==> src/hw/rtl/sbfd_pkg.sv <==
`timescale 1ns / 1ps
`default_nettype none
// ----------------------------------------------------------------------------
// sbfd_pkg: shared constants and types for the frame channel decoder
// Frame geometry, marker bytes and the frame beat passed to the queue.
// ----------------------------------------------------------------------------
package sbfd_pkg;

    // frame geometry
    localparam int FRAME_LEN    = 25;
    localparam int PAYLOAD_LEN  = 22;
    localparam int BYTE_W       = 8;
    localparam int PAYLOAD_W    = PAYLOAD_LEN * BYTE_W;
    localparam int POS_W        = 5;
    localparam int NUM_CHANNELS = 16;
    localparam int CHAN_W       = 11;
    localparam int CHAN_IDX_W   = 4;

    // positions inside a frame
    localparam logic [POS_W-1:0] POS_HEADER    = POS_W'(0);
    localparam logic [POS_W-1:0] POS_PAY_FIRST = POS_W'(1);
    localparam logic [POS_W-1:0] POS_PAY_LAST  = POS_W'(PAYLOAD_LEN);
    localparam logic [POS_W-1:0] POS_END       = POS_W'(FRAME_LEN - 1);

    // marker bytes
    localparam logic [BYTE_W-1:0] HEADER_BYTE = 8'h0F;
    localparam logic [BYTE_W-1:0] END_BYTE    = 8'h00;

    // last channel of a frame
    localparam logic [CHAN_IDX_W-1:0] LAST_CHAN = CHAN_IDX_W'(NUM_CHANNELS - 1);

    // frame queue geometry
    localparam int QUEUE_DEPTH = 2;
    localparam int QUEUE_PTR_W = 1;
    localparam int QUEUE_CNT_W = 2;

    // one complete frame handed from the front end to the queue
    typedef struct packed {
        logic                 push;
        logic [PAYLOAD_W-1:0] payload;
    } frame_beat_t;

    // queue status seen by the front end
    typedef struct packed {
        logic full;
        logic empty;
    } queue_stat_t;

endpackage
`default_nettype wire

==> src/hw/rtl/sbfd_front.sv <==
`timescale 1ns / 1ps
`default_nettype none
// ----------------------------------------------------------------------------
// sbfd_front: byte framing front end
// Counts byte position modulo 25, checks header and end bytes, collects the
// 22 payload bytes and pushes a complete good frame into the queue.
// ----------------------------------------------------------------------------
module sbfd_front (
    input  wire logic                         clk,
    input  wire logic                         rst_n,
    input  wire logic                         rx_valid,
    output logic                              rx_stall,
    input  wire logic [sbfd_pkg::BYTE_W-1:0]  rx_byte,
    input  wire sbfd_pkg::queue_stat_t        q_stat,
    output sbfd_pkg::frame_beat_t             frame_beat
);

    logic [sbfd_pkg::POS_W-1:0]     pos_reg, pos_next;
    logic                           hdr_ok_reg, hdr_ok_next;
    logic [sbfd_pkg::PAYLOAD_W-1:0] store_reg, store_next;
    logic                           accept;
    logic                           is_payload;
    logic                           is_end;

    // only the end byte may need queue space
    assign is_end   = (pos_reg == sbfd_pkg::POS_END);
    assign rx_stall = is_end && q_stat.full;
    assign accept   = rx_valid && !rx_stall;

    // position classification and next state
    always_comb
    begin
        is_payload  = pos_reg inside {[sbfd_pkg::POS_PAY_FIRST:sbfd_pkg::POS_PAY_LAST]};
        pos_next    = pos_reg;
        hdr_ok_next = hdr_ok_reg;
        store_next  = store_reg;
        if (accept)
        begin
            pos_next = is_end ? sbfd_pkg::POS_HEADER : pos_reg + 1'b1;
            if (pos_reg == sbfd_pkg::POS_HEADER)
            begin
                hdr_ok_next = (rx_byte == sbfd_pkg::HEADER_BYTE);
            end
            // payload shifts in from the top: first byte ends at bits [7:0]
            if (is_payload)
            begin
                store_next = {rx_byte, store_reg[sbfd_pkg::PAYLOAD_W-1:sbfd_pkg::BYTE_W]};
            end
        end
    end

    // push a good frame
    always_comb
    begin
        frame_beat.push    = accept && is_end && hdr_ok_reg
                             && (rx_byte == sbfd_pkg::END_BYTE);
        frame_beat.payload = store_reg;
    end

    // control registers
    always_ff @(posedge clk or negedge rst_n)
    begin
        if (!rst_n)
        begin
            pos_reg    <= sbfd_pkg::POS_HEADER;
            hdr_ok_reg <= 1'b0;
        end
        else
        begin
            pos_reg    <= pos_next;
            hdr_ok_reg <= hdr_ok_next;
        end
    end

    // payload collection
    always_ff @(posedge clk)
    begin
        store_reg <= store_next;
    end

endmodule
`default_nettype wire

==> src/hw/rtl/sbfd_queue.sv <==
`timescale 1ns / 1ps
`default_nettype none
// ----------------------------------------------------------------------------
// sbfd_queue: two-entry frame queue
// Holds complete frames between the front end and the channel unpacker.
// ----------------------------------------------------------------------------
module sbfd_queue (
    input  wire logic                          clk,
    input  wire logic                          rst_n,
    input  wire sbfd_pkg::frame_beat_t         frame_beat,
    input  wire logic                          pop,
    output sbfd_pkg::queue_stat_t              q_stat,
    output logic [sbfd_pkg::PAYLOAD_W-1:0]     head
);

    logic [sbfd_pkg::PAYLOAD_W-1:0]   entry_reg [sbfd_pkg::QUEUE_DEPTH];
    logic [sbfd_pkg::QUEUE_PTR_W-1:0] wr_ptr_reg, wr_ptr_next;
    logic [sbfd_pkg::QUEUE_PTR_W-1:0] rd_ptr_reg, rd_ptr_next;
    logic [sbfd_pkg::QUEUE_CNT_W-1:0] cnt_reg, cnt_next;
    logic                             do_push;
    logic                             do_pop;

    // status
    always_comb
    begin
        q_stat.full  = (cnt_reg == sbfd_pkg::QUEUE_CNT_W'(sbfd_pkg::QUEUE_DEPTH));
        q_stat.empty = (cnt_reg == '0);
    end

    assign do_push = frame_beat.push && !q_stat.full;
    assign do_pop  = pop && !q_stat.empty;
    assign head    = entry_reg[rd_ptr_reg];

    // pointer and count update
    always_comb
    begin
        wr_ptr_next = do_push ? wr_ptr_reg + 1'b1 : wr_ptr_reg;
        rd_ptr_next = do_pop  ? rd_ptr_reg + 1'b1 : rd_ptr_reg;
        cnt_next    = cnt_reg;
        if (do_push && !do_pop)
        begin
            cnt_next = cnt_reg + 1'b1;
        end
        else if (do_pop && !do_push)
        begin
            cnt_next = cnt_reg - 1'b1;
        end
    end

    always_ff @(posedge clk or negedge rst_n)
    begin
        if (!rst_n)
        begin
            wr_ptr_reg <= '0;
            rd_ptr_reg <= '0;
            cnt_reg    <= '0;
        end
        else
        begin
            wr_ptr_reg <= wr_ptr_next;
            rd_ptr_reg <= rd_ptr_next;
            cnt_reg    <= cnt_next;
        end
    end

    // frame storage
    always_ff @(posedge clk)
    begin
        if (do_push)
        begin
            entry_reg[wr_ptr_reg] <= frame_beat.payload;
        end
    end

endmodule
`default_nettype wire

==> src/hw/rtl/sbfd_unpack.sv <==
`timescale 1ns / 1ps
`default_nettype none
// ----------------------------------------------------------------------------
// sbfd_unpack: channel unpacker back end
// Takes a frame from the queue and shifts out sixteen 11-bit channels,
// one beat per cycle unless ch_stall holds it, through a registered output stage.
// ----------------------------------------------------------------------------
module sbfd_unpack (
    input  wire logic                              clk,
    input  wire logic                              rst_n,
    input  wire sbfd_pkg::queue_stat_t             q_stat,
    input  wire logic [sbfd_pkg::PAYLOAD_W-1:0]    head,
    output logic                                   pop,
    output logic                                   ch_valid,
    input  wire logic                              ch_stall,
    output logic [sbfd_pkg::CHAN_IDX_W-1:0]        channel_index,
    output logic [sbfd_pkg::CHAN_W-1:0]            channel_value,
    output logic                                   last_channel
);

    logic                            busy_reg, busy_next;
    logic [sbfd_pkg::CHAN_IDX_W-1:0] k_reg, k_next;
    logic [sbfd_pkg::PAYLOAD_W-1:0]  frame_reg, frame_next;
    logic                            vld_reg, vld_next;
    logic [sbfd_pkg::CHAN_IDX_W-1:0] idx_reg, idx_next;
    logic [sbfd_pkg::CHAN_W-1:0]     val_reg, val_next;
    logic                            last_reg, last_next;
    logic                            advance;

    assign pop     = !busy_reg && !q_stat.empty;
    assign advance = busy_reg && (!vld_reg || !ch_stall);

    // channel sequencing
    always_comb
    begin
        busy_next  = busy_reg;
        k_next     = k_reg;
        frame_next = frame_reg;
        vld_next   = vld_reg;
        idx_next   = idx_reg;
        val_next   = val_reg;
        last_next  = last_reg;
        if (pop)
        begin
            busy_next  = 1'b1;
            k_next     = '0;
            frame_next = head;
        end
        if (advance)
        begin
            vld_next   = 1'b1;
            idx_next   = k_reg;
            val_next   = frame_reg[sbfd_pkg::CHAN_W-1:0];
            last_next  = (k_reg == sbfd_pkg::LAST_CHAN);
            frame_next = frame_reg >> sbfd_pkg::CHAN_W;
            k_next     = k_reg + 1'b1;
            if (k_reg == sbfd_pkg::LAST_CHAN)
            begin
                busy_next = 1'b0;
            end
        end
        else if (vld_reg && !ch_stall)
        begin
            vld_next = 1'b0;
        end
    end

    // control registers
    always_ff @(posedge clk or negedge rst_n)
    begin
        if (!rst_n)
        begin
            busy_reg <= 1'b0;
            k_reg    <= '0;
            vld_reg  <= 1'b0;
        end
        else
        begin
            busy_reg <= busy_next;
            k_reg    <= k_next;
            vld_reg  <= vld_next;
        end
    end

    // data registers
    always_ff @(posedge clk)
    begin
        frame_reg <= frame_next;
        idx_reg   <= idx_next;
        val_reg   <= val_next;
        last_reg  <= last_next;
    end

    assign ch_valid      = vld_reg;
    assign channel_index = idx_reg;
    assign channel_value = val_reg;
    assign last_channel  = last_reg;

endmodule
`default_nettype wire

==> src/hw/rtl/sbus_frame_channel_decoder.sv <==
// A good end byte's frame enters the decoupling two-frame queue; the unpacker
// loads it and registers channel 0. Throughput: one byte per cycle in; sixteen
// beats per frame out, one per cycle when not stalled, set by the unpacker.
// The input stalls only on an end byte while the frame queue is full.
// Reset (rst_n, async): position, header flag, queue and output valid cleared.
`timescale 1ns / 1ps
`default_nettype none
// ----------------------------------------------------------------------------
// sbus_frame_channel_decoder: 25-byte frame to 16-channel decoder
// Front end frames bytes, a queue holds good frames, the back end unpacks.
// ----------------------------------------------------------------------------
module sbus_frame_channel_decoder (
    input  wire logic                             clk,
    input  wire logic                             rst_n,
    input  wire logic                             rx_valid,
    output logic                                  rx_stall,
    input  wire logic [sbfd_pkg::BYTE_W-1:0]      rx_byte,
    output logic                                  ch_valid,
    input  wire logic                             ch_stall,
    output logic [sbfd_pkg::CHAN_IDX_W-1:0]       channel_index,
    output logic [sbfd_pkg::CHAN_W-1:0]           channel_value,
    output logic                                  last_channel
);

    sbfd_pkg::frame_beat_t          frame_beat;
    sbfd_pkg::queue_stat_t          q_stat;
    logic [sbfd_pkg::PAYLOAD_W-1:0] head;
    logic                           pop;

    // framing front end
    sbfd_front u_front (
        .clk        (clk),
        .rst_n      (rst_n),
        .rx_valid   (rx_valid),
        .rx_stall   (rx_stall),
        .rx_byte    (rx_byte),
        .q_stat     (q_stat),
        .frame_beat (frame_beat)
    );

    // frame queue
    sbfd_queue u_queue (
        .clk        (clk),
        .rst_n      (rst_n),
        .frame_beat (frame_beat),
        .pop        (pop),
        .q_stat     (q_stat),
        .head       (head)
    );

    // channel unpacker
    sbfd_unpack u_unpack (
        .clk           (clk),
        .rst_n         (rst_n),
        .q_stat        (q_stat),
        .head          (head),
        .pop           (pop),
        .ch_valid      (ch_valid),
        .ch_stall      (ch_stall),
        .channel_index (channel_index),
        .channel_value (channel_value),
        .last_channel  (last_channel)
    );

endmodule
`default_nettype wire
==> config.mk <==
export PLATFORM = sky130hd
export DESIGN_NAME = sbus_frame_channel_decoder
export DESIGN_NICKNAME = d
export VERILOG_FILES = /design/src/hw/rtl/sbfd_pkg.sv /design/src/hw/rtl/sbfd_front.sv /design/src/hw/rtl/sbfd_queue.sv /design/src/hw/rtl/sbfd_unpack.sv /design/src/hw/rtl/sbus_frame_channel_decoder.sv
export SDC_FILE = /design/constraint.sdc
export NUM_CORES = 1
export LEC_CHECK = 0
export BUFFER_PORTS_ARGS = -buffer_cell sky130_fd_sc_hd__buf_2
export CAP_MARGIN = 20
export CORE_UTILIZATION = 50
export CTS_BUF_LIST = sky130_fd_sc_hd__clkbuf_8
export CTS_CLUSTER_SIZE = 20
export DETAILED_ROUTE_END_ITERATION = 10
export PLACE_DENSITY = 0.68
export SLEW_MARGIN = 20
export SYNTH_ARGS = -nofsm -noshare
export SYNTH_HDL_FRONTEND = slang
export SYNTH_HIERARCHICAL = 1
export SYNTH_SLANG_ARGS = --single-unit
==> constraint.sdc <==
create_clock -name clk -period 14.61 [get_ports clk]
set_input_delay 0.7305 -clock clk [delete_from_list [all_inputs] [get_ports clk]]
set_output_delay 0.7305 -clock clk [all_outputs]
set_load 0.02 [all_outputs]
# Word-level counts from Yosys, hierarchy flattened
# Memory sizes are Yosys's and may differ from the RTL's.
# Cells that the tools add are included.
dict set report totals {
  reg_bits 384
  ram_bits 352
  input_bits 12
  out_inout_bits 18
  elab_cells 71
  memories 1
}
dict set report classes {
  add_sub_neg 6
  n_lt_le_gt_ge 2
  n_eq_ne 4
  mux 14
  n_reduce_logical 30
}
# name words width read_ports rd_clocked_by_memory_dff write_ports line
set memory_table {}
lappend memory_table {u_queue.entry_reg 2 176 1 0 1 sbfd_queue.sv:16} ;# logic [sbfd_pkg::PAYLOAD_W-1:0] entry_reg [sbfd_pkg::QUEUE_DEPTH];
# operator n
set op_table {}
lappend op_table {{2-to-1 mux 165 bit} 2}
lappend op_table {{logical AND 1 bit} 13}
lappend op_table {{== test 8 x 4 -> 1 bit, second input constant} 1}
lappend op_table {{logical NOT 1 bit} 8}
lappend op_table {{logical NOT 8 bit} 1}
lappend op_table {{2-to-1 mux 4 bit} 2}
lappend op_table {{2-to-1 mux 1 bit} 7}
lappend op_table {{nonzero test 2 bit} 3}
lappend op_table {{adder 5 x 1 -> 5 bit, second input constant} 1}
lappend op_table {{== test 5 bit, second input constant} 1}
lappend op_table {{greater-or-equal comparator 5 x 1 -> 1 bit, second input constant} 1}
lappend op_table {{less-or-equal comparator 5 bit, second input constant} 1}
lappend op_table {{logical NOT 5 bit} 1}
lappend op_table {{2-to-1 mux 5 bit} 1}
lappend op_table {{adder 4 x 1 -> 4 bit, second input constant} 1}
lappend op_table {{== test 4 bit, second input constant} 1}
lappend op_table {{2-to-1 mux 2 bit} 2}
lappend op_table {{AND reduction 2 bit} 2}
lappend op_table {{adder 1 bit, second input constant} 2}
lappend op_table {{adder 2 x 1 -> 2 bit, second input constant} 1}
lappend op_table {{== test 2 bit, second input constant} 1}
lappend op_table {{logical NOT 2 bit} 1}
lappend op_table {{subtractor 2 x 1 -> 2 bit, second input constant} 1}
lappend op_table {{logical OR 1 bit} 1}

# Depth between registers and ports, before layout
# Gate-level depths: netlist of the first run.
dict set report depth {
  word_depth 12
  mapped_depth 11
  ltp_nobuf 11
}

# By module
# The synthesis of the first run kept the hierarchy.
# module n_inst cells_per_inst area_per_inst_um2 seq_area_each_um2
set by_module_without_submodules {}
lappend by_module_without_submodules {sbfd_queue 1 567 13436.6 10670.2}
lappend by_module_without_submodules {sbfd_unpack 1 790 8209.1 5805.6}
lappend by_module_without_submodules {sbfd_front 1 222 5723.0 5435.2}

# Worst setup path after synthesis of the first run
# Ideal clock, no wire load.
dict set report synth_timing {
  kind {register -> register}
  start {register u_front/pos_reg[0] (netlist bit)}
  end {register u_front/store_reg[0] (netlist bit) (enable)}
  setup_ns 0.992
  arrival_ns 13.891
  required_time_ns 13.618
  path_slack_ns -0.273
  path_stages_with_launch 5
  n_path_buf 0
  period_less_slack_ns 14.883
  cell_sequence {dfrtp_1 > inv_1 > ha_1 > o21bai_1 > a221oi_1}
}
dict set report synth_between {
  elab_chain_cells 5
  word_cells_on_any_way 8
  cone_classes {2 x order compare; 1 x eq/ne; 5 x reduce/logical}
}
# item line
set synth_lines {}
lappend synth_lines {{start: declaration} sbfd_front.sv:18} ;# logic [sbfd_pkg::POS_W-1:0] pos_reg, pos_next;
lappend synth_lines {{start signal: assignment} sbfd_front.sv:65} ;# pos_reg <= sbfd_pkg::POS_HEADER;
lappend synth_lines {{start signal: assignment} sbfd_front.sv:70} ;# pos_reg <= pos_next;
lappend synth_lines {{branches (longest 4 deep; another with greater-or-equal comparator 5 x 1 -> 1 bit)} -}
lappend synth_lines {{AND reduction 2 bit (no line) *} -}
lappend synth_lines {{end signal: assignment} sbfd_front.sv:78} ;# store_reg <= store_next;
lappend synth_lines {{end: declaration} sbfd_front.sv:20} ;# logic [sbfd_pkg::PAYLOAD_W-1:0] store_reg, store_next;
# Every way passes the cells marked *.
# A chain may end at the register's enable or synchronous reset.

==> run_results.csv, run 1 <==
group,metric,value,unit
synth,synth-edff-count,709,
finish,area_delta_synth_final,9.441,%
pwr,power_leakage,11.25,nW
timing,whs,244.6,ps
synth,syn_avg_cell_area,17.33,sq um
place,io_buffers,29,
die,die_y,236.0,um
routing,dr.first_iter.drc_count,674,
die,dieArea,55680,sq um
synth,synthMuxAreaShare,0.09139,
clock_network,h-tree-depth,3,
global_route,grt_pass1_wl,68860,um
synth,synth_warnings,6,
synth,synthFlopType,"edfxtp_1",
synth,ys_ff_latch,736,
synth,synth_top_family_by_area,"multiplexers",
clock_network,cts-root-buf,"clkbuf_8",
synth,ys_types,38,
clock_network,ctsResizeCount,0,
timing,worst_slew_pin_slew,1104,ps
finish,nets,1687,
synth,synth_top_area_cell,"edfxtp_1",
timing,hold_viol,0,
synth,synth_fa_ha_area_frac,0.002743,
die,die_w,236.0,um
clock_network,cts_buffers,106,
timing,clock_skew,24.24,ps
routing,route.antenna.remaining_nets,0,
pwr,pwr_density_cell,195.9,nW/um^2
clock_network,clkSlewWorstSetupHoldPaths,60,ps
timing,fmax,212.3,MHz
synth,synth_compound_area_frac,0.003977,
global_route,grt_pass1_vias,13210,
place,place_area,28080,sq um
pwr,max-vdd-ir-drop,0.1558,mV
critical_path,r2r_slack,9900,ps
finish,drive_gt1_frac,0.2018,
die,start_util,0.5076,
routing,routed_via_density,5.066,
timing,timing.final.crit_share,0.3225,
critical_path,critPathArrivalTime,5010,ps
timing,setup-violations-final,0,
routing,wirelength,42760,um
routing,wl_per_cell,17.48,um
routing,dr.pass1.iters,5,
critical_path,rr_worst_depth,10,
clock_network,clk_path_buf_depth,3,
die,core_area,53920,sq um
critical_path,crit_path_max_fanout,66,
synth,ys_top_cells_by_area,"edfxtp_1, nand2_1, mux2_4",
global_route,antenna_found_initial,1,
synth,synth_top_area_frac,0.7779,
timing,fin_crit,4711,ps
clock_network,cts_sinks,736,
timing,rsz0062_at_grt,"no",
routing,vias,12390,
min_path,min_path_cells,1,
critical_path,crit_path_end_kind,"flop",
global_route,grt-ovfl-total,0,
synth,synth-xor-area-share,0.001600,
synth,syn-num-nets,1597,
synth,synth_seq_area_share,0.8006,
global_route,track_usage,0.1570,
min_path,hp-start,"rx_byte[5]",
finish,final_common_cell,"edfxtp_1",
synth,syn-cell-area,27370,sq um
min_path,hold_class,"input port to flop",
critical_path,criticalPathCategory,"flop to flop",
critical_path,required,14910,ps
finish,fillers,4093,
clock_network,cts_tree,"built",
flow_run,drv_cap,0,
min_path,holdPathEnd,"u_front/store_reg[173]",
synth,synthArstFlopShare,0.02174,
run_status,status,"complete, no violations",
place,globalplace.congestion,0.7305,
die,rows,85,
critical_path,rr_startpoint,"u_front/pos_reg[0]",
timing,worst_slew_margin_rel,0.2640,
finish,final_area,29950,sq um
critical_path,r2r_end,"u_queue/entry_reg[0][98]",
critical_path,startpoint_type,"flop",
place,hpwlAfterDp,21050,um
synth,yosys.area_share.simple,0.08092,
clock_network,worstSkewPairLatency,690,ps
timing,finalSetupTns,0,ps
routing,drc,0,
finish,largest_register_ffs,352,
die,ios,30,
global_route,grt_start_max_net_pins,177,
finish,layout_common_cells,"edfxtp_1, nand2_1, mux2_4",
synth,syn_inst,1579,
timing,drv_slew,0,
worst max-delay path, stage by stage (launching register included):
cell and delay [ps]:
dfrtp_1 430, inv_1 150, ha_1 240, nand4b_4 180, or4_1 430, nor2_1 170
nand2_1 170, nor2_4 100, buf_4 720, buf_4 920, buf_4 700
cells by family (layout without fill, tap and decap cells):
kind of cell / after synthesis / count (layout)
muxes: 179 / 179
DFF: 736 / 736
and+or+nand+nor: 567 / 567
adders and majority gates: 6 / 6
AOI/OAI and AO/OA: 16 / 16
other: 0 / 1
buffers and inverters: 70 / 240
xor gates and xnor gates: 5 / 5
synth_stat cells (2+ instances only):
cell type and number:
dfxtp_1 11, nand3b_1 2, nand4_1 2, mux2_4 130, inv_2 2, nand3_1 19, buf_2 27, nand2b_1 2
xnor2_1 3, mux2_2 47, and3_1 2, ha_1 6, nor3_1 2, buf_6 27, inv_1 6, nor2_1 6
edfxtp_1 709, a31oi_1 3, o21ai_0 6, buf_4 4, xor2_1 2, mux2i_1 2, dfrtp_1 16, clkbuf_1 4
nand2_1 526
layout make-up:
| class | count | area (sq um) | share of cell area |
|---|---|---|---|
| antenna | 1 | 2.502 | 0.00008355 |
| clock buffer | 106 | 1459 | 0.04871 |
| clock inverter | 82 | 397.9 | 0.01328 |
| inverter | 8 | 35.03 | 0.001170 |
| multi-input combinational | 773 | 4987 | 0.1665 |
| sequential | 736 | 21910 | 0.7317 |
| tap | 696 | 870.8 | 0.02907 |
| timing repair buffer | 44 | 285.3 | 0.009524 |
power by group:
| part | switching [mW] | total (mW) | internal (mW) |
|---|---|---|---|
| Sequential | 0.241 | 3.32 | 3.08 |
| Combinational | 0.705 | 1.12 | 0.413 |
| Clock | 0.719 | 1.43 | 0.710 |
per-stage QoR:
step / util / power (mW) / setup WS (ps) / cells
5_1_grt: 0.5555 / 6.176 / 9532 / 2446
2_1_floorplan: - / 4.261 / 5090 / 1579
6_report: 0.5555 / 5.869 / 9899 / 2446
3_3_place_gp: 0.5208 / 4.477 / 9901 / 2256
3_5_place_dp: 0.5208 / 4.510 / 9883 / 2256
4_1_cts: 0.5554 / 5.954 / 9862 / 2445
layer usage:
layer  wire, um  part of all wire  up-vias  track usage
li1           -                 -     5908            -
met1      18570              0.43     6220       0.1948
met2      21760              0.51      200       0.2720
met3       1673             0.039       63      0.03534
met4        761             0.018        0      0.05268
met5          0                 0        -            0
repair_timing:
action	in CTS	in global routing
buffers inserted	0	0
hold buffers	1	0
hold endpoints to repair	16	0
how the worst max path moves through the flow:
| stage | start | slack [ps] | to | depth (start not counted) |
|---|---|---|---|---|
| 2_1_floorplan | u_front/pos_reg[0] | 5090 | u_queue/entry_reg[0][0] | 7 |
| 3_3_place_gp | rx_byte[0] | 9900 | u_queue/entry_reg[0][135] | 8 |
| 3_5_place_dp | u_front/pos_reg[0] | 9880 | u_queue/entry_reg[0][133] | 10 |
| 4_1_cts | u_front/pos_reg[0] | 9860 | u_queue/entry_reg[0][98] | 10 |
| 5_1_grt | u_front/pos_reg[0] | 9530 | u_queue/entry_reg[0][98] | 10 |
| 6_report | u_front/pos_reg[0] | 9900 | u_queue/entry_reg[0][98] | 10 |
Note: power is estimated with default switching activity, not from simulation.
==> inputs of run 2 (changes only) <==
==> constraint.sdc (replaced) <==
create_clock -name clk -period 4.3 [get_ports clk]
set_input_delay 0.215 -clock clk [delete_from_list [all_inputs] [get_ports clk]]
set_output_delay 0.215 -clock clk [all_outputs]
set_load 0.02 [all_outputs]
==> run 2 against run 1 <==
Effect of this change:
- combinational power increased to 3.4 times the previous value
- clock power grew to 3.7 times the previous value
- sequential share of layout area decreased by 1.0 points
- clock skew grew 13 ps
- fmax increased by 52%
- die area stayed put
- sequential power increased to 3.4 times the previous value
- power increased to 3.5 times the previous value
- critical endpoint is now u_queue/entry_reg[1][143]
- largest cell class unchanged
==> run_results.csv, run 2 (synthesized netlist as in run 1, its figures left out) <==
group,metric,value,unit
global_route,antenna_found_initial,1,
die,core_area,53920,sq um
critical_path,criticalPathCategory,"flop to flop",
critical_path,cp_top_family,"simple AND/OR/NAND/NOR gates",
critical_path,critPathArrivalTime,3450,ps
critical_path,crit_path_max_fanout,43,
critical_path,slowest_delay,710,ps
critical_path,critPathSlowestCell,"and3_4",
timing,setup-violations-final,0,
critical_path,crit_start,"u_front/pos_reg[0]",
routing,routed_via_density,5.058,
critical_path,startpoint_type,"flop",
routing,drc,0,
critical_path,required,4650,ps
finish,nets,1705,
timing,worst_slew_margin_rel,0.3638,
timing,fin_crit,3106,ps
finish,post-route-util,0.5636,
min_path,min_path_cells,2,
timing,timing.final.crit_share,0.7223,
min_path,hp-start,"rx_byte[2]",
finish,instances_no_fill,2462,
place,post-place-ws,1154,ps
routing,met3_length,1604,um
place,io_buffers,29,
die,die_y,236.0,um
clock_network,cts_sinks,736,
critical_path,r2r_end,"u_queue/entry_reg[1][143]",
clock_network,ctsResizeCount,0,
die,dieArea,55680,sq um
routing,wirelength,43160,um
routing,wl_per_cell,17.53,um
pwr,power_leakage,11.41,nW
global_route,grt_pass1_wl,69580,um
clock_network,cts-root-buf,"clkbuf_8",
critical_path,rr_worst_depth,7,
critical_path,r2r_slack,1190,ps
place,dp_cells,2261,
place,globalplace.congestion,0.7154,
timing,fmax,322.0,MHz
min_path,hold_class,"input port to flop",
timing,worst_slew_pin_slew,954.3,ps
finish,final_common_cell,"edfxtp_1",
flow_run,drv_cap,0,
critical_path,crit_path_end_kind,"flop",
clock_network,cts_hold_buffers,12,
clock_network,cts_buffers,108,
routing,wl_met1,18960,um
die,die_w,236.0,um
pwr,pwr_density_cell,671.7,nW/um^2
pwr,max-vdd-ir-drop,0.4816,mV
critical_path,cp_cell_sequence,"inv_2 > ha_4 > nand4b_4 > or4_1 > nor2_1 > and3_4 > buf_4",
timing,whs,259.4,ps
timing,worst_slack,1194,ps
global_route,grt_start_max_net_pins,149,
clock_network,worstSkewPairLatency,690,ps
global_route,grt_pass1_vias,13310,
timing,finalSetupTns,0,ps
critical_path,rr_startpoint,"u_front/pos_reg[0]",
clock_network,cts_setup_buffers,0,
finish,area_delta_synth_final,11.03,%
routing,dr_wl_met2,21750,um
routing,dr.pass1.iters,5,
die,ios,30,
routing,routed.top_layer,"met4",
timing,rsz0062_at_grt,"no",
run_status,status,"complete, no violations",
finish,layout_common_cells,"edfxtp_1, nand2_1, mux2_4",
global_route,track_usage,0.1586,
timing,clock_skew,37.50,ps
routing,dr.first_iter.drc_count,746,
finish,drive_gt1_frac,0.2147,
die,rows,85,
place,hpwlAfterDp,22000,um
finish,largest_register_ffs,352,
min_path,holdPathEnd,"u_front/store_reg[170]",
routing,vias,12450,
timing,hold_viol,0,
routing,route.antenna.remaining_nets,0,
timing,drv_slew,0,
clock_network,clk_path_buf_depth,3,
die,start_util,0.5076,
clock_network,clkSlewWorstSetupHoldPaths,60,ps
clock_network,h-tree-depth,3,
clock_network,cts_tree,"built",
global_route,grt-ovfl-total,0,
critical_path,path_buf_inv,2,
-- run 2: cell types whose count changed in the layout (fill, tap and decap cells not counted), sizes merged --
cell,change
clkinv,-2
clkinvlp,-1
dlygate4sd3,+11
buf,+5
inv,-9
bufinv,+2
clkbuf,+10
-- run 2: final cells by class --
| type | instances | area [sq um] |
|---|---|---|
| Fill cell | 4010 | 23530 |
| Sequential cell | 736 | 21920 |
| Multi-Input combinational cell | 773 | 5016 |
| Clock buffer | 116 | 1597 |
| Tap cell | 696 | 870.8 |
| Timing Repair Buffer | 60 | 520.5 |
| Clock inverter | 72 | 429.2 |
| Inverter | 8 | 35.03 |
| Antenna cell | 1 | 2.502 |
-- run 2: power by group --
group / switching [mW] / internal [mW]
Sequential: 0.861 / 10.5
Combinational: 2.38 / 1.47
Clock: 2.52 / 2.72
Total: 5.76 / 14.6
-- run 2: how the worst max path moves through the flow --
stage                                end  slack [ps]  depth (start not counted)
6_report       u_queue/entry_reg[1][143]        1190                          7
5_1_grt         u_queue/entry_reg[1][13]        1010                          7
4_1_cts        u_queue/entry_reg[1][143]        1130                          7
3_5_place_dp   u_queue/entry_reg[1][143]        1150                          7
3_3_place_gp   u_queue/entry_reg[1][170]        1220                          7
2_1_floorplan       u_front/store_reg[0]       -1300                          2
-- run 2: metal layers --
metal,vias to the layer above,global-route usage
met5,-,0
met4,0,0.05605
met3,71,0.03710
met2,188,0.2688
met1,6257,0.1999
li1,5937,-
-- run 2: worst reg2reg max path: cells and delay by family (launching register included) --
family / cells / cell delay, ps
adders and majority gates: 1 / 160
buffers and inverters: 2 / 640
DFF: 1 / 430
and+or+nand+nor: 4 / 1510
-- run 2: metrics by stage --
stage               total power [mW]  area [sq um]
detailed placement             15.40         28240
CTS                            20.69         30390
global route                   21.45         30390
global placement               15.28         28240
finish                         20.41         30390
floorplan                      14.37         27420
==> inputs of run 3 (changes only) <==
==> constraint.sdc (replaced) <==
create_clock -name clk -period 2.7 [get_ports clk]
set_input_delay 0.135 -clock clk [delete_from_list [all_inputs] [get_ports clk]]
set_output_delay 0.135 -clock clk [all_outputs]
set_load 0.02 [all_outputs]
==> run 3 against run 2 <==
Effect of this change:
- routed wire length is 0.81% higher
- non-clock buffer count up 6
- utilization rose by 0.42 points
- combinational power up 67%
- die area unchanged
- worst setup slack got worse by 1100 ps
- largest cell class unchanged
- sequential share of layout area is 0.52 points lower
==> run_results.csv, run 3 (synthesized netlist as in run 1, its figures left out) <==
group,metric,value,unit
critical_path,startpoint_type,"flop",
timing,timing.final.crit_share,0.9583,
run_status,status,"complete, no violations",
timing,drv_slew,0,
die,die_w,236.0,um
routing,dr.first_iter.drc_count,761,
place,hpwlAfterDp,22660,um
clock_network,cts_tree,"built",
routing,vias,12480,
timing,rsz0062_at_grt,"no",
timing,worst_slew_margin_rel,0.4894,
die,start_util,0.5076,
place,post-place-ws,98.14,ps
critical_path,rr_worst_depth,8,
critical_path,crit_path_max_fanout,65,
critical_path,crit_start,"u_front/pos_reg[0]",
place,dp_cells,2267,
global_route,grt_start_max_net_pins,126,
min_path,hp-start,"rx_byte[2]",
timing,fin_crit,2588,ps
clock_network,h-tree-depth,3,
die,ios,30,
clock_network,worstSkewPairLatency,700,ps
min_path,min_path_cells,2,
place,io_buffers,29,
finish,area_delta_synth_final,11.85,%
timing,clock_skew,30.61,ps
die,rows,85,
clock_network,clk_path_buf_depth,3,
pwr,power_leakage,11.47,nW
die,core_area,53920,sq um
critical_path,critPathArrivalTime,2920,ps
finish,nets,1713,
place,globalplace.congestion,0.7099,
timing,worst_slew_pin_slew,763.3,ps
timing,worst_slack,112.5,ps
flow_run,drv_cap,0,
critical_path,crit_path_end_kind,"flop",
timing,hold_viol,0,
timing,fmax,386.5,MHz
critical_path,required,3040,ps
routing,wl_per_cell,17.58,um
critical_path,rr_startpoint,"u_front/pos_reg[0]",
clock_network,cts-root-buf,"clkbuf_8",
pwr,finalPower,32.67,mW
finish,fillers,4038,
pwr,pwr_density_cell,1067,nW/um^2
routing,wirelength,43510,um
routing,route.antenna.remaining_nets,0,
pwr,max-vdd-ir-drop,0.7731,mV
finish,instances_no_fill,2474,
routing,dr.pass1.iters,5,
clock_network,cts_buffers,110,
routing,routed_via_density,5.042,
clock_network,cts_sinks,736,
finish,final_common_cell,"edfxtp_1",
global_route,grt-ovfl-total,0,
critical_path,criticalPathCategory,"flop to flop",
routing,drc,0,
clock_network,cts_setup_buffers,0,
min_path,hold_class,"input port to flop",
clock_network,clkSlewWorstSetupHoldPaths,60,ps
finish,layout_common_cells,"edfxtp_1, nand2_1, mux2_4",
die,dieArea,55680,sq um
global_route,grt_pass1_vias,13230,
global_route,antenna_found_initial,1,
finish,largest_register_ffs,352,
die,die_y,236.0,um
finish,drive_gt1_frac,0.2183,
timing,setup-violations-final,0,
global_route,track_usage,0.1623,
global_route,grt_pass1_wl,70800,um
## run 3: through the flow
step	hold slack, ps	instance area, sq um	setup TNS, ps	utilization
final	176.4	30610	0	0.5677
after global routing	146.7	30610	0	0.5677
after CTS	113.2	30590	0	0.5673
after detailed placement	80.26	28440	0	0.5274
after global placement	68.81	28440	0	0.5274
after floorplan	-160.6	27430	-904600	-
## run 3: final cells by class
type	instances	area, sq um	area share
Tap cell	696	870.8	0.02845
Multi-Input combinational cell	773	5019	0.1639
Sequential cell	736	21920	0.7161
Antenna cell	1	2.502	0.00008175
Clock inverter	83	501.7	0.01639
Inverter	8	35.03	0.001144
Clock buffer	111	1528	0.04991
Timing Repair Buffer	66	735.7	0.02403
## run 3: routing by layer
metal  global-route usage  up-vias  routed length, um  part of all wire
met2               0.2734      192              22130              0.51
met5                    0        -                  0                 0
met1               0.2095     6246              18970              0.44
met3              0.03406       70               1572             0.036
met4              0.05526        0                834             0.019
li1                     -     5967                  -                 -
## run 3: repair_timing
action | 4_1_cts | 5_1_grt
setup endpoints to repair | 0 | 95
resized for setup | 0 | 6
endpoints found under the hold margin | 33 | 0
hold buffers | 12 | 0
## run 3: where the power goes
part	switching (mW)	total [mW]	internal, mW	leakage, nW
Combinational	3.97	6.44	2.47	3.45
Clock	4.02	8.33	4.31	1.14
Sequential	1.25	17.9	16.6	6.88
Total	9.24	32.7	23.4	11.5
## run 3: critical path, cell delays in order (launching register included)
cell,delay (ps)
dfrtp_2,440
inv_2,110
ha_4,160
nand4b_4,170
or4_1,470
nor2_2,160
nand2_2,120
nor2_4,170
clkbuf_16,370
## run 3: path summary, 6_finish.rpt
kind / slack, ps / to
worst min register to register: 410 / u_unpack/channel_value[8]
worst max-delay path: 110 / u_queue/entry_reg[0][115]
worst min-delay path: 180 / u_front/store_reg[170]
worst max register to register: 110 / u_queue/entry_reg[0][115]
max in group asynchronous: 1550 / u_queue/rd_ptr_reg
min in group asynchronous: 590 / u_front/hdr_ok_reg
